File: src/sv/nsfc_pkg.sv
// Shared types, codes and classification functions for the NMEA sentence framer.
package nsfc_pkg;

    localparam int MaxFrameBytesDefault = 128;
    localparam int QueueDepth           = 2;

    localparam logic [7:0] ChDollar = 8'h24;
    localparam logic [7:0] ChLf     = 8'h0A;
    localparam logic [7:0] ChCr     = 8'h0D;
    localparam logic [7:0] ChZero   = 8'h30;
    localparam logic [7:0] ChNine   = 8'h39;
    localparam logic [7:0] ChUpperA = 8'h41;
    localparam logic [7:0] ChUpperF = 8'h46;

    typedef enum logic [2:0] {
        ST_NONE,
        ST_GOOD,
        ST_BADSUM,
        ST_SHORT,
        ST_OVERFLOW
    } t_status;

    typedef enum logic [1:0] {
        TK_UNKNOWN,
        TK_GP,
        TK_BD,
        TK_GN
    } t_talker;

    typedef enum logic [2:0] {
        KD_OTHER,
        KD_RMC,
        KD_GGA,
        KD_GLL,
        KD_GSA,
        KD_GSV
    } t_kind;

    typedef struct packed {
        logic       ok;
        logic [3:0] val;
    } t_hex;

    typedef struct packed {
        logic [7:0] data;
        logic       is_dollar;
        logic       is_lf;
        t_hex       hex;
    } t_byte_class;

    typedef struct packed {
        logic [7:0] data_byte;
        logic       in_frame;
        logic [7:0] position;
        t_status    status;
        t_talker    talker;
        t_kind      kind;
    } t_result;

    function automatic t_hex hex_decode(input logic [7:0] c);
        t_hex h;
        h.ok  = 1'b0;
        h.val = 4'd0;
        if (c inside {[ChZero:ChNine]}) begin
            h.ok  = 1'b1;
            h.val = 4'(c - ChZero);
        end else if (c inside {[ChUpperA:ChUpperF]}) begin
            h.ok  = 1'b1;
            h.val = 4'(c - ChUpperA + 8'd10);
        end
        return h;
    endfunction

    function automatic t_talker classify_talker(input logic [7:0] a, input logic [7:0] b);
        t_talker t;
        t = TK_UNKNOWN;
        if (a == "G" && b == "P") t = TK_GP;
        else if (a == "B" && b == "D") t = TK_BD;
        else if (a == "G" && b == "N") t = TK_GN;
        return t;
    endfunction

    function automatic t_kind classify_kind(input logic [7:0] a, input logic [7:0] b,
                                            input logic [7:0] c);
        t_kind k;
        k = KD_OTHER;
        if (a == "R" && b == "M" && c == "C") k = KD_RMC;
        else if (a == "G" && b == "G" && c == "A") k = KD_GGA;
        else if (a == "G" && b == "L" && c == "L") k = KD_GLL;
        else if (a == "G" && b == "S" && c == "A") k = KD_GSA;
        else if (a == "G" && b == "S" && c == "V") k = KD_GSV;
        return k;
    endfunction

endpackage

File: src/sv/nsfc_front.sv
// Input side: accepts received bytes and tags delimiters and hex digits.
module nsfc_front (
    input  logic                s_axis_tvalid,
    output logic                s_axis_tready,
    input  logic [7:0]          s_axis_tdata,   // rx_byte[7:0]
    input  logic                i_queue_full,
    output logic                o_push,
    output nsfc_pkg::t_byte_class o_push_data
);
    import nsfc_pkg::*;

    assign s_axis_tready = !i_queue_full;
    assign o_push        = s_axis_tvalid && !i_queue_full;

    always_comb begin
        o_push_data.data      = s_axis_tdata;
        o_push_data.is_dollar = (s_axis_tdata == ChDollar);
        o_push_data.is_lf     = (s_axis_tdata == ChLf);
        o_push_data.hex       = hex_decode(s_axis_tdata);
    end

endmodule

File: src/sv/nsfc_queue.sv
// Short queue of classified bytes between the front and back parts.
module nsfc_queue (
    input  logic                  i_clk,
    input  logic                  i_rst_n,
    input  logic                  i_push,
    input  nsfc_pkg::t_byte_class i_push_data,
    output logic                  o_full,
    output logic                  o_valid,
    output nsfc_pkg::t_byte_class o_data,
    input  logic                  i_pop
);
    import nsfc_pkg::*;

    localparam int PtrW = (QueueDepth > 1) ? $clog2(QueueDepth) : 1;
    localparam int CntW = $clog2(QueueDepth + 1);

    t_byte_class r_slot [QueueDepth];
    logic [PtrW-1:0] r_wr_ptr, n_wr_ptr;
    logic [PtrW-1:0] r_rd_ptr, n_rd_ptr;
    logic [CntW-1:0] r_count, n_count;
    logic            do_push, do_pop;

    assign o_full  = (r_count == CntW'(QueueDepth));
    assign o_valid = (r_count != '0);
    assign o_data  = r_slot[r_rd_ptr];
    assign do_push = i_push && !o_full;
    assign do_pop  = i_pop && o_valid;

    always_comb begin
        n_wr_ptr = r_wr_ptr;
        n_rd_ptr = r_rd_ptr;
        n_count  = r_count;
        if (do_push) begin
            n_wr_ptr = (r_wr_ptr == PtrW'(QueueDepth - 1)) ? '0 : r_wr_ptr + 1'b1;
        end
        if (do_pop) begin
            n_rd_ptr = (r_rd_ptr == PtrW'(QueueDepth - 1)) ? '0 : r_rd_ptr + 1'b1;
        end
        if (do_push && !do_pop) n_count = r_count + 1'b1;
        else if (do_pop && !do_push) n_count = r_count - 1'b1;
    end

    always_ff @(posedge i_clk) begin
        if (!i_rst_n) begin
            r_wr_ptr <= '0;
            r_rd_ptr <= '0;
            r_count  <= '0;
        end else begin
            r_wr_ptr <= n_wr_ptr;
            r_rd_ptr <= n_rd_ptr;
            r_count  <= n_count;
        end
    end

    always_ff @(posedge i_clk) begin
        if (do_push) r_slot[r_wr_ptr] <= i_push_data;
    end

endmodule

File: src/sv/nsfc_back.sv
// Sentence tracker: position, running XOR, recent bytes, classification and result register.
module nsfc_back #(
    parameter int MAX_FRAME_BYTES = nsfc_pkg::MaxFrameBytesDefault
) (
    input  logic                  i_clk,
    input  logic                  i_rst_n,
    input  logic                  i_valid,
    input  nsfc_pkg::t_byte_class i_item,
    output logic                  o_pop,
    output logic                  o_out_valid,
    input  logic                  i_out_ready,
    output nsfc_pkg::t_result     o_result
);
    import nsfc_pkg::*;

    localparam logic [7:0] MaxIndex = 8'(MAX_FRAME_BYTES);

    logic       r_open, n_open;
    logic [7:0] r_index, n_index;
    logic [7:0] r_xor, n_xor;
    logic [7:0] r_recent [4];
    logic [7:0] n_recent [4];
    t_hex       r_recent_hex [3];
    t_hex       n_recent_hex [3];
    t_talker    r_talker, n_talker;
    t_kind      r_kind, n_kind;
    logic [7:0] r_type [2];
    logic [7:0] n_type [2];
    logic       r_out_valid;
    t_result    r_result, n_result;

    logic       start, open_now, term, sum_match;
    logic [7:0] e_index, e_xor, sum;
    logic [7:0] e_recent [4];
    t_hex       e_recent_hex [3];
    t_talker    e_talker;
    t_kind      e_kind;
    logic [7:0] e_type [2];
    t_status    status;

    assign o_pop       = i_valid && (!r_out_valid || i_out_ready);
    assign o_out_valid = r_out_valid;
    assign o_result    = r_result;

    always_comb begin
        start    = i_item.is_dollar && !r_open;
        open_now = r_open || i_item.is_dollar;

        // a fresh sentence works from cleared state
        e_index  = start ? 8'd0 : r_index;
        e_xor    = start ? 8'd0 : r_xor;
        e_talker = start ? TK_UNKNOWN : r_talker;
        e_kind   = start ? KD_OTHER : r_kind;
        for (int i = 0; i < 4; i++) e_recent[i] = start ? 8'd0 : r_recent[i];
        for (int i = 0; i < 3; i++) e_recent_hex[i] = start ? t_hex'('0) : r_recent_hex[i];
        for (int i = 0; i < 2; i++) e_type[i] = start ? 8'd0 : r_type[i];

        term = (e_index > 8'd1) && i_item.is_lf && (e_recent[0] == ChCr);
        // strip '*', both checksum characters and CR
        sum  = e_xor ^ e_recent[0] ^ e_recent[1] ^ e_recent[2] ^ e_recent[3];
        sum_match = e_recent_hex[2].ok && e_recent_hex[1].ok
                    && (e_recent_hex[2].val == sum[7:4])
                    && (e_recent_hex[1].val == sum[3:0]);

        n_open   = r_open;
        n_index  = r_index;
        n_xor    = r_xor;
        n_talker = r_talker;
        n_kind   = r_kind;
        n_recent = r_recent;
        n_recent_hex = r_recent_hex;
        n_type   = r_type;
        status   = ST_NONE;

        if (o_pop && open_now) begin
            n_open   = 1'b1;
            n_index  = e_index;
            n_xor    = e_xor;
            n_talker = e_talker;
            n_kind   = e_kind;
            n_recent = e_recent;
            n_recent_hex = e_recent_hex;
            n_type   = e_type;
            if (term) begin
                if (e_index < 8'd5) status = ST_SHORT;
                else status = sum_match ? ST_GOOD : ST_BADSUM;
                n_open  = 1'b0;
                n_index = 8'd0;
            end else begin
                if (e_index == 8'd2) n_talker = classify_talker(e_recent[0], i_item.data);
                if (e_index == 8'd3) n_type[0] = i_item.data;
                if (e_index == 8'd4) n_type[1] = i_item.data;
                if (e_index == 8'd5) n_kind = classify_kind(e_type[0], e_type[1], i_item.data);
                if (e_index >= 8'd1) n_xor = e_xor ^ i_item.data;
                n_recent[3] = e_recent[2];
                n_recent[2] = e_recent[1];
                n_recent[1] = e_recent[0];
                n_recent[0] = i_item.data;
                n_recent_hex[2] = e_recent_hex[1];
                n_recent_hex[1] = e_recent_hex[0];
                n_recent_hex[0] = i_item.hex;
                if (e_index >= MaxIndex) begin
                    status  = ST_OVERFLOW;
                    n_open  = 1'b0;
                    n_index = 8'd0;
                end else begin
                    n_index = e_index + 8'd1;
                end
            end
        end

        n_result.data_byte = i_item.data;
        n_result.in_frame  = open_now;
        n_result.position  = open_now ? e_index : 8'd0;
        n_result.status    = status;
        n_result.talker    = open_now ? n_talker : TK_UNKNOWN;
        n_result.kind      = open_now ? n_kind : KD_OTHER;
    end

    always_ff @(posedge i_clk) begin
        if (!i_rst_n) begin
            r_open      <= 1'b0;
            r_index     <= 8'd0;
            r_xor       <= 8'd0;
            r_talker    <= TK_UNKNOWN;
            r_kind      <= KD_OTHER;
            r_out_valid <= 1'b0;
            for (int i = 0; i < 4; i++) r_recent[i] <= 8'd0;
            for (int i = 0; i < 3; i++) r_recent_hex[i] <= '0;
            for (int i = 0; i < 2; i++) r_type[i] <= 8'd0;
        end else begin
            r_open       <= n_open;
            r_index      <= n_index;
            r_xor        <= n_xor;
            r_talker     <= n_talker;
            r_kind       <= n_kind;
            r_recent     <= n_recent;
            r_recent_hex <= n_recent_hex;
            r_type       <= n_type;
            if (o_pop) r_out_valid <= 1'b1;
            else if (i_out_ready) r_out_valid <= 1'b0;
        end
    end

    // hold the result until the sink takes it
    always_ff @(posedge i_clk) begin
        if (o_pop) r_result <= n_result;
    end

endmodule

File: src/sv/nmea_sentence_framer_checksum_top.sv
// Top level of the NMEA 0183 sentence framer with XOR checksum check.
//
// Input stream s_axis carries one received character per item. Output stream
// m_axis carries exactly one result item per input item, in order: the byte
// itself, its position in the open sentence, the close status (good, bad
// checksum, too short, overflow) and the talker and sentence type codes.
// A '$' opens a sentence when none is open; CR LF or an overflow closes it.
//
// A byte accepted on s_axis is written into the queue, then registered in the
// result register before it shows as a valid result on m_axis.
// Throughput: one item per cycle when m_axis_tready is high, set by the back
// part's update of the position, running XOR and recent-byte shift register.
//
// A two-entry queue sits between the input side and the tracker, and the
// result register holds while m_axis_tready is low; s_axis_tready drops only
// when the queue is full. Reset empties the queue, clears the result valid and
// returns the tracker to no open sentence with all state zero.
module nmea_sentence_framer_checksum_top #(
    parameter int MAX_FRAME_BYTES = nsfc_pkg::MaxFrameBytesDefault
) (
    input  logic        i_clk,
    input  logic        i_rst_n,
    input  logic        s_axis_tvalid,
    output logic        s_axis_tready,
    input  logic [7:0]  s_axis_tdata,   // rx_byte[7:0]
    output logic        m_axis_tvalid,
    input  logic        m_axis_tready,
    output logic [23:0] m_axis_tdata,   // data_byte[7:0], position[15:8], frame_status[18:16]
    output logic [5:0]  m_axis_tuser    // in_frame[0], talker[2:1], sentence_kind[5:3]
);
    import nsfc_pkg::*;

    logic        push, queue_full, queue_valid, pop;
    t_byte_class push_data, queue_data;
    t_result     result;

    nsfc_front u_front (
        .s_axis_tvalid (s_axis_tvalid),
        .s_axis_tready (s_axis_tready),
        .s_axis_tdata  (s_axis_tdata),
        .i_queue_full  (queue_full),
        .o_push        (push),
        .o_push_data   (push_data)
    );

    nsfc_queue u_queue (
        .i_clk       (i_clk),
        .i_rst_n     (i_rst_n),
        .i_push      (push),
        .i_push_data (push_data),
        .o_full      (queue_full),
        .o_valid     (queue_valid),
        .o_data      (queue_data),
        .i_pop       (pop)
    );

    nsfc_back #(
        .MAX_FRAME_BYTES (MAX_FRAME_BYTES)
    ) u_back (
        .i_clk       (i_clk),
        .i_rst_n     (i_rst_n),
        .i_valid     (queue_valid),
        .i_item      (queue_data),
        .o_pop       (pop),
        .o_out_valid (m_axis_tvalid),
        .i_out_ready (m_axis_tready),
        .o_result    (result)
    );

    assign m_axis_tdata = {5'd0, result.status, result.position, result.data_byte};
    assign m_axis_tuser = {result.kind, result.talker, result.in_frame};

endmodule

File: config.mk
export PLATFORM = sky130hd
export DESIGN_NAME = nmea_sentence_framer_checksum_top
export DESIGN_NICKNAME = d
export VERILOG_FILES = /design/src/sv/nsfc_pkg.sv /design/src/sv/nsfc_front.sv /design/src/sv/nsfc_queue.sv /design/src/sv/nsfc_back.sv /design/src/sv/nmea_sentence_framer_checksum_top.sv
export SDC_FILE = /design/constraint.sdc
export NUM_CORES = 1
export LEC_CHECK = 0
export BUFFER_PORTS_ARGS = -buffer_cell sky130_fd_sc_hd__buf_2
export CAP_MARGIN = 30
export CORE_MARGIN = 10
export CORE_UTILIZATION = 56
export CTS_BUF_LIST = sky130_fd_sc_hd__clkbuf_8 sky130_fd_sc_hd__clkbuf_16
export DETAILED_ROUTE_END_ITERATION = 8
export GPL_ROUTABILITY_DRIVEN = 0
export PLACE_DENSITY = 0.75
export SLEW_MARGIN = 20
export SYNTH_ARGS = -nofsm -noshare
export SYNTH_HDL_FRONTEND = slang
export SYNTH_SLANG_ARGS = --single-unit
File: constraint.sdc
create_clock -name i_clk -period 7.25 [get_ports i_clk]
set_input_delay 1.8125 -clock i_clk [delete_from_list [all_inputs] [get_ports i_clk]]
set_output_delay 1.8125 -clock i_clk [all_outputs]
set_load 0.005 [all_outputs]
==> metrics, run 1 <==
Mapped Cells=around 670; ANT cells=0; worst-margin pin slew=roughly 0.87 ns; GRT overflow=0; ys flop type=dfxtp_1; FFs w/ async S/R, synth=0%; outcome=complete, no violations; clock sink count=146; area growth from synthesis to final layout=12.03%; number of flops mapped to enable cells by yosys=55; Avg WL per Cell=between 15 and 20 um; pin count of the biggest net entering global routing=69; leak pwr=approximately 0.0027 uW; Worst Clk Skew=0.01012 ns; Arrival @ worst endpoint=4.25 ns; Via density=between 5 and 6; setup_tns=0 ns; die area=between 15000 and 20000 um2; Yosys Warn Count=0; sequential fraction of the synthesis area=51.76%; met2 wire length=roughly 7.0 mm; number of global-route vias before repair=4709; Post-route DRC=0; fin util=between 60% and 70%; Fin. Hold Viols=0; HPWL Detailed=10.21 mm; Seq pwr share=40.2%; DRT Pass-1 Iters=6; Startpoint Class=flip-flop; Hold Crit Class=flip-flop to flip-flop; clock buffer depth=2; placed cell areas=slightly below 7000 um2; Root Buffer Master=clkbuf_16; fmax=between 0.2 and 0.3 GHz; first-pass GRT wire length=~24 mm; combinational power share=28.8%; antenna violations before repair=0; share of the synthesized area in the top cell type=27.15%; final net count=between 700 and 800; Power Dens Cells=365.9 nW/um2; DRT met1 WL=around 6.6 mm; final setup fails=0; Reg clk slew, reported paths=about 0.060 ns; classification of the worst setup path=flip-flop to flip-flop; Die Ht=129.5 um; # hold bufs at CTS=0; sw frac=34.26%; post-route ant nets=0; cts repair resizes=0; Peak supply drop=approximately 250 uV; switching pwr=approximately 940 uW; WL met3=between 700 and 800 um; drt total wl=14.73 mm; Top Metal Used=met4; most numerous cell in the Yosys netlist=dfxtp_1; All-Layer GR Usage=around 18%; Worst setup EP type=flip-flop; vias=5028; fin crit share=54.84%; largest area contributor in the synthesized netlist=dfxtp_1; share of cells above drive strength 1=around an eighth; unrepaired setup endpoints after global routing=false; Int Pwr=between 1500 and 2000 uW; IO Count=44; FF+latch count, synth=approximately 150; setup repair bufs after CTS=0; post-route cell area=approximately 7500 um2; Max Slew Vio Count=0; Avg Cell Area, Syn=between 10 and 15 um2; part of the power in the clock network=between 30% and 40%; IO Port Bufs=38; core area=around 12000 um2; initial core utilization=around three fifths; crit path max fanout=64; synth cell count leaders=dfxtp_1 (91), nand2_1 (71), edfxtp_1 (55); Yosys cell types=between 60 and 70; Clk Latency, worst-skew pair=approximately 0.43 ns; Detailed Route Iter0 Violations=roughly 440; Area contributors post-synth=dfxtp_1 (27%), edfxtp_1 (25%), xnor2_1 (6.7%); chip width=around 130 um; Max H-tree Level=4; Max Cap Violations=0; TritonCTS clock tree=done; Synth Cell Area=between 6000 and 7000 um2; Worst EP required=7.52 ns; Num CTS Buffers=17; Tmin final=between 3 and 4 ns; Slew HR=40.13%; num rows=39
-- per-layer routing --
metal	vias to the layer above	track usage (%)
li1	2433	-
met1	2401	21.78
met2	155	28.80
met3	39	4.445
met4	0	8.532
met5	-	0
-- placed cells by master, fill, tap and decap left out, types with 3 or more instances in the layout --
| master | instances |
|---|---|
| a22o_1 | 8 |
| o2bb2ai_1 | 8 |
| edfxtp_1 | 55 |
| mux2i_1 | 13 |
| buf_4 | 3 |
| nor3_1 | 9 |
| ha_1 | 11 |
| nor2b_1 | 6 |
| o21a_1 | 3 |
| a32o_1 | 3 |
| nand4_1 | 4 |
| and2_1 | 12 |
| dfxtp_1 | 91 |
| nand2b_1 | 8 |
| xor2_1 | 3 |
| o21ai_0 | 18 |
| nor4_1 | 4 |
| and3_1 | 10 |
| buf_2 | 40 |
| a32oi_1 | 4 |
| a31oi_1 | 4 |
| inv_1 | 24 |
| nand2_1 | 71 |
| nand3_1 | 43 |
| nor2_1 | 46 |
| clkbuf_16 | 18 |
| xnor2_1 | 51 |
| or4_1 | 3 |
| conb_1 | 5 |
| or3_1 | 6 |
| a211oi_2 | 12 |
| clkinv_2 | 3 |
| a21oi_1 | 54 |
| nor4bb_1 | 4 |
| o31ai_1 | 4 |
-- cells by family (layout without fill, tap and decap cells) --
kind of cell	count (synthesis)	in the layout	share of synthesized area (%)
flip-flops	146	146	51.76
buffers and inverters	60	99	4.587
AO/OA/AOI/OAI	139	139	14.49
adder cells (fa/ha/maj)	11	11	2.051
XOR/XNOR	54	54	7.048
other	1	5	0.05589
AND/OR/NAND/NOR	240	240	17.90
multiplexers	14	14	2.107
-- stage by stage --
step           total power, uW  hold slack, ns  setup slack [ns]  cells
2_1_floorplan             1686          0.4253             3.849    669
3_3_place_gp              1858          0.4424             3.031    815
4_1_cts                   2760          0.4612             3.304    851
6_report                  2750          0.4622             3.274    851
5_1_grt                   2890          0.4868             2.971    851
3_5_place_dp              1910          0.4456             3.319    819
-- flip-flops by register name, indices dropped and copies added (netlist names), 3 cells and up, named ones only --
| signal | count |
|---|---|
| u_back.r_index | 8 |
| u_queue.r_slot | 30 |
| u_back.o_result | 25 |
| u_back.r_xor | 8 |
| u_back.r_recent | 32 |
| u_back.r_kind | 3 |
| u_back.r_type | 16 |
| u_back.r_recent_hex | 15 |
-- power groups by stage --
stage | registers (uW) | logic (uW) | clock network, uW
2_1_floorplan | 1110 | 580 | 0
3_3_place_gp | 1120 | 740 | 0
3_5_place_dp | 1120 | 788 | 0
4_1_cts | 1110 | 792 | 861
5_1_grt | 1120 | 873 | 896
6_report | 1110 | 791 | 854
-- worst paths after layout --
path / start / endpoint / slack, ns / cells after the start
hold reg to reg: u_back.r_type[6] / u_back.r_type[6] / 0.46 / 1
setup / recovery: flip-flop / u_back.o_result[0] / 3.27 / 12
setup reg to reg: flip-flop / u_back.o_result[0] / 3.27 / 12
hold / removal: u_back.r_type[6] / u_back.r_type[6] / 0.46 / 1
-- critical path, cell delays in order (launching register included) --
cell	delay, ns
dfxtp_1	0.31
buf_4	0.34
mux2_2	0.45
nand2_1	0.16
buf_4	0.40
nand2_1	0.18
inv_1	0.12
ha_1	0.20
nor2_1	0.08
o211ai_2	0.41
and2_4	0.70
o211ai_1	0.25
a21oi_1	0.20
-- cell type report --
| class | count | area, um2 |
|---|---|---|
| Clock buffer | 19 | 464.2 |
| Clock inverter | 13 | 118.9 |
| Fill cell | 918 | 4048 |
| Inverter | 22 | 82.58 |
| Multi-Input combinational cell | 463 | 2947 |
| Sequential cell | 146 | 3473 |
| Tap cell | 143 | 178.9 |
| Timing Repair Buffer | 45 | 252.7 |
(Power assumes the default switching activity.)
==> run 2, diff against run 1 <==
CORE_UTILIZATION = 55   (was 56)
PLACE_DENSITY = 0.76   (was 0.75)
clock period = 3.6 ns   (was 7.25 ns; I/O delays follow)
==> metrics, run 2 (synthesized netlist as in run 1, its figures left out) <==
Reg-to-Reg Start=u_back.r_open; antenna violations before repair=0; Tmin final=about 3.2 ns; Detailed Route Iter0 Violations=around 480; IO Port Bufs=38; outcome=finished with violations; Hold EP=u_back.r_recent_hex[4]; initial core utilization=a little under three fifths; Root Buffer Master=clkbuf_16; fmax=0.3090 GHz; Reg-to-Reg End=u_back.r_recent_hex[1]; post-route ant nets=0; crit path max fanout=38; All-Layer GR Usage=18.62%; Arrival @ worst endpoint=3.58 ns; Worst setup EP type=flip-flop; worst hold start=u_back.r_recent_hex[4]; setup repair bufs after CTS=0; clock buffer depth=2; DRT Pass-1 Iters=7; Num CTS Buffers=17; Worst EP required=3.94 ns; core area=11960 um2; pin count of the biggest net entering global routing=slightly below 50; Reg clk slew, reported paths=roughly 0.060 ns; Worst R2R Setup Slack=between 0.3 and 0.4 ns; TritonCTS clock tree=done; most common cell after layout, fill and taps aside=dfxtp_1; HPWL Detailed=around 11 mm; Post-route DRC=1; Avg WL per Cell=17.67 um; failing checks=DRC; leak pwr=0.002734 uW; Setup WS pre-CTS=0.4646 ns; share of cells above drive strength 1=~14%; Max H-tree Level=4; final setup fails=0; GRT overflow=0; number of global-route vias before repair=around 4900; max FFs per register=32; cts repair resizes=0; placed cell areas=6949 um2; unrepaired setup endpoints after global routing=false; Top reg by flops=u_back.r_recent; final net count=around 720; Worst Clk Skew=~0.0057 ns; Max Cap Violations=0; setup_tns=0 ns; Via density=~6; hold path depth=2; ANT cells=0; IO Count=44; fin crit share=89.89%; Hold Crit Class=flip-flop to flip-flop; # hold bufs at CTS=0; Max Slew Vio Count=0; post-route cell area=7535 um2; num rows=40; drt total wl=approximately 15 mm; die area=about 17000 um2; Pwr Total=~5600 uW; Startpoint Class=flip-flop; R2R cell count=11; Fin. Hold Viols=0; Peak supply drop=between 500 and 600 uV; chip width=130.5 um; Slew HR=around 53%; worst-margin pin slew=between 0.7 and 0.8 ns; commonest non-fill, non-tap cells in the layout=dfxtp_1 (91), nand2_1 (71), edfxtp_1 (55); Power Dens Cells=~740 nW/um2; setup ws final=0.3639 ns; classification of the worst setup path=flip-flop to flip-flop; Clk Latency, worst-skew pair=around 0.42 ns; Placed Cells incl. Taps=approximately 830; fin cells=~860; vias=slightly above 5000; area growth from synthesis to final layout=12.29%; Die Ht=~130 um; first-pass GRT wire length=~25 mm; clock sink count=146
run 2: cell types whose count changed in the layout (fill, tap and decap cells not counted), sizes merged:
cell | previous run | this run
buf | 45 | 48
clkbuf | 19 | 18
bufinv | 2 | 3
clkinv | 7 | 9
inv | 25 | 23
run 2: worst max path at each step:
stage / startpoint / end / cells after the start
floorplan: flip-flop / u_back.o_result[1] / 13
global placement: u_back.r_open / u_back.r_recent[10] / 11
detailed placement: u_back.r_open / u_back.r_recent[23] / 11
CTS: u_back.r_open / u_back.r_recent_hex[1] / 11
global route: u_back.r_open / u_back.r_recent_hex[1] / 11
finish: u_back.r_open / u_back.r_recent_hex[1] / 11
run 2: stage by stage:
| stage | utilization [%] | hold WS [ns] |
|---|---|---|
| 2_1_floorplan | - | 0.4253 |
| 3_3_place_gp | 58.10 | 0.4425 |
| 3_5_place_dp | 58.10 | 0.4477 |
| 4_1_cts | 62.99 | 0.4622 |
| 5_1_grt | 62.99 | 0.4799 |
| 6_report | 62.99 | 0.4614 |
run 2: area by class of cell:
| class | count | area [um2] |
|---|---|---|
| fillers | 935 | 4427 |
| flip-flops and latches | 146 | 3473 |
| multi-input cells | 463 | 2944 |
| clock buffers | 18 | 439.2 |
| repair buffers | 48 | 265.3 |
| well taps | 147 | 183.9 |
| clock inverters | 14 | 146.4 |
| inverters | 22 | 82.58 |
run 2: report_power, final:
part / total, uW / internal (uW) / switching (uW)
logic: 1600 / 529 / 1070
clock network: 1740 / 1090 / 645
registers: 2240 / 2050 / 188
total: 5570 / 3670 / 1900
run 2: worst max-delay path, stage by stage (launching register included):
cell and delay, ns:
dfxtp_1 0.62, inv_1 0.23, nand2_1 0.17, nand2_1 0.11
inv_1 0.11, ha_1 0.18, nor2_1 0.08, o211ai_2 0.44
and2_4 0.53, buf_4 0.37, nand3_1 0.12, a21oi_1 0.17
run 2: per-layer routing:
| metal | vias to the layer above | track usage [%] | part of all wire [%] |
|---|---|---|---|
| met5 | - | 0 | 0 |
| met4 | 0 | 7.456 | 2.0 |
| met3 | 33 | 4.512 | 6.3 |
| met2 | 191 | 30.66 | 49 |
| met1 | 2453 | 23.11 | 43 |
| li1 | 2440 | - | - |
==> run 3, diff against run 2 <==
--- a/config.mk
+++ b/config.mk
@@ -9,9 +9,9 @@
 export CAP_MARGIN = 30
 export CORE_MARGIN = 10
-export CORE_UTILIZATION = 55
+export CORE_UTILIZATION = 30
 export CTS_BUF_LIST = sky130_fd_sc_hd__clkbuf_8 sky130_fd_sc_hd__clkbuf_16
 export DETAILED_ROUTE_END_ITERATION = 8
 export GPL_ROUTABILITY_DRIVEN = 0
-export PLACE_DENSITY = 0.76
+export REMOVE_ABC_BUFFERS = 1
 export SLEW_MARGIN = 20
 export SYNTH_ARGS = -nofsm -noshare
==> constraint.sdc (replaced) <==
create_clock -name i_clk -period 3.6 [get_ports i_clk]
set_input_delay 0.54 -clock i_clk [delete_from_list [all_inputs] [get_ports i_clk]]
set_output_delay 0.54 -clock i_clk [all_outputs]
set_load 0.005 [all_outputs]
==> metrics, run 3 (synthesized netlist as in run 1, its figures left out) <==
outcome=complete, no violations; most common cell after layout, fill and taps aside=dfxtp_1; fmax=0.3444 GHz; first-pass GRT wire length=about 25 mm; commonest non-fill, non-tap cells in the layout=dfxtp_1 (91), nand2_1 (71), edfxtp_1 (55); Worst EP required=roughly 3.9 ns; Seq pwr share=about two fifths; Hold EP=u_queue.r_slot[1][12]; Max Slew Vio Count=0; Clk Latency, worst-skew pair=0.42 ns; leak pwr=approximately 0.0027 uW; final net count=roughly 720; Worst R2R Setup Slack=~0.70 ns; num rows=54; fin crit share=80.65%; Top reg by flops=u_back.r_recent; TritonCTS clock tree=done; post-route ant nets=0; Startpoint Class=flip-flop; Detailed Route Iter0 Violations=between 300 and 400; Slew HR=39.08%; final setup fails=0; Post-route DRC=0; placed cell areas=~7100 um2; classification of the worst setup path=flip-flop to flip-flop; setup ws final=0.6968 ns; Arrival @ worst endpoint=around 3.3 ns; initial core utilization=around 30%; share of cells above drive strength 1=a little over an eighth; core area=21890 um2; ANT cells=0; post-route cell area=about 7700 um2; Avg WL per Cell=roughly 15 um; clock sink count=about 150; area growth from synthesis to final layout=14.60%; Power Dens Cells=between 700 and 800 nW/um2; DRT Pass-1 Iters=5; Fin. Hold Viols=0; setup repair bufs after CTS=0; R2R cell count=11; Via density=4.948; setup_tns=0 ns; Root Buffer Master=clkbuf_16; part of the power in the clock network=between 30 and 40%; Int Pwr=approximately 3600 uW; clock buffer depth=2; drt total wl=around 15 mm; Num CTS Buffers=17; worst-margin pin slew=around 0.91 ns; Filler Cell Count=about 2200; antenna violations before repair=0; Max H-tree Level=4; Reg-to-Reg Start=u_queue.r_slot[1][6]; cts repair resizes=0; combinational power share=between 20 and 30%; IO Count=44; hold path depth=1; unrepaired setup endpoints after global routing=false; Max Cap Violations=0; vias=around 4900; GRT overflow=0; chip width=~170 um; Reg clk slew, reported paths=about 0.06 ns; Worst setup EP type=flip-flop; sw frac=a little over a third; Die Ht=169.6 um; # hold bufs at CTS=0; Peak supply drop=330.7 uV; Pwr Total=between 5000 and 6000 uW; fin util=between 30% and 40%; worst hold start=s_axis_tdata[5]; die area=between 20000 and 30000 um2; Tmin final=about 2.9 ns; HPWL Detailed=about 11 mm; max FFs per register=32; crit path max fanout=37; All-Layer GR Usage=roughly 11%; switching pwr=just under 2000 uW; IO Port Bufs=38; Worst Clk Skew=0.008945 ns; pin count of the biggest net entering global routing=42; Reg-to-Reg End=u_back.r_recent[27]; Setup WS pre-CTS=around 0.7 ns; Hold Crit Class=primary input to flip-flop; number of global-route vias before repair=roughly 4600
-- run 3: cell types whose count changed in the layout (fill, tap and decap cells not counted), sizes merged --
| cell | change |
|---|---|
| buf | +1 |
| inv | +3 |
| bufinv | -1 |
| clkinv | -3 |
| clkbuf | -1 |
| clkinvlp | +2 |
-- run 3: worst max-delay path by stage --
stage	from	to	slack, ns
after floorplan	flip-flop	u_back.o_result[1]	-0.43
after detailed placement	flip-flop	u_back.r_recent_hex[0]	0.71
final	u_queue.r_slot[1][6]	u_back.r_recent[27]	0.70
after global routing	flip-flop	u_back.r_xor[2]	0.34
after CTS	u_back.r_index[3]	u_back.r_recent[1]	0.71
after global placement	u_back.r_index[3]	u_back.r_recent[27]	0.73
-- run 3: power by group through the flow --
stage          combinational (uW)  clock (uW)  sequential [uW]
5_1_grt                      1800        1820             2260
3_5_place_dp                 1630           0             2260
3_3_place_gp                 1620           0             2250
6_report                     1610        1710             2220
2_1_floorplan                 990           0             2270
4_1_cts                      1640        1740             2220
-- run 3: critical path: stages (launching register included) --
cell	delay (ns)
edfxtp_1	0.39
mux2_2	0.34
nand2_1	0.14
nand2_1	0.11
inv_1	0.10
ha_1	0.17
nor2_1	0.07
o211ai_2	0.41
and2_4	0.53
buf_4	0.29
nor2_1	0.07
a211oi_2	0.18
-- run 3: layout make-up --
class / instances / area (um2) / area share [%]
Clock inverter: 15 / 141.4 / 1.839
Multi-Input combinational cell: 463 / 2944 / 38.28
Inverter: 22 / 82.58 / 1.074
Clock buffer: 17 / 425.4 / 5.532
Timing Repair Buffer: 49 / 272.8 / 3.547
Tap cell: 280 / 350.3 / 4.556
Sequential cell: 146 / 3473 / 45.17
-- run 3: layer usage --
metal | vias to the layer above | wire length, um | track usage, %
met5 | - | 0 | 0
met4 | 0 | 170 | 3.265
met1 | 2337 | 7630 | 15.17
met2 | 120 | 6726 | 15.57
met3 | 17 | 751 | 3.126
li1 | 2434 | - | -
-- run 3: stage by stage --
stage	std cells	hold WS [ns]
floorplan	631	0.4253
global placement	960	0.4393
detailed placement	960	0.4399
CTS	992	0.3098
global route	992	0.3295
finish	992	0.3298
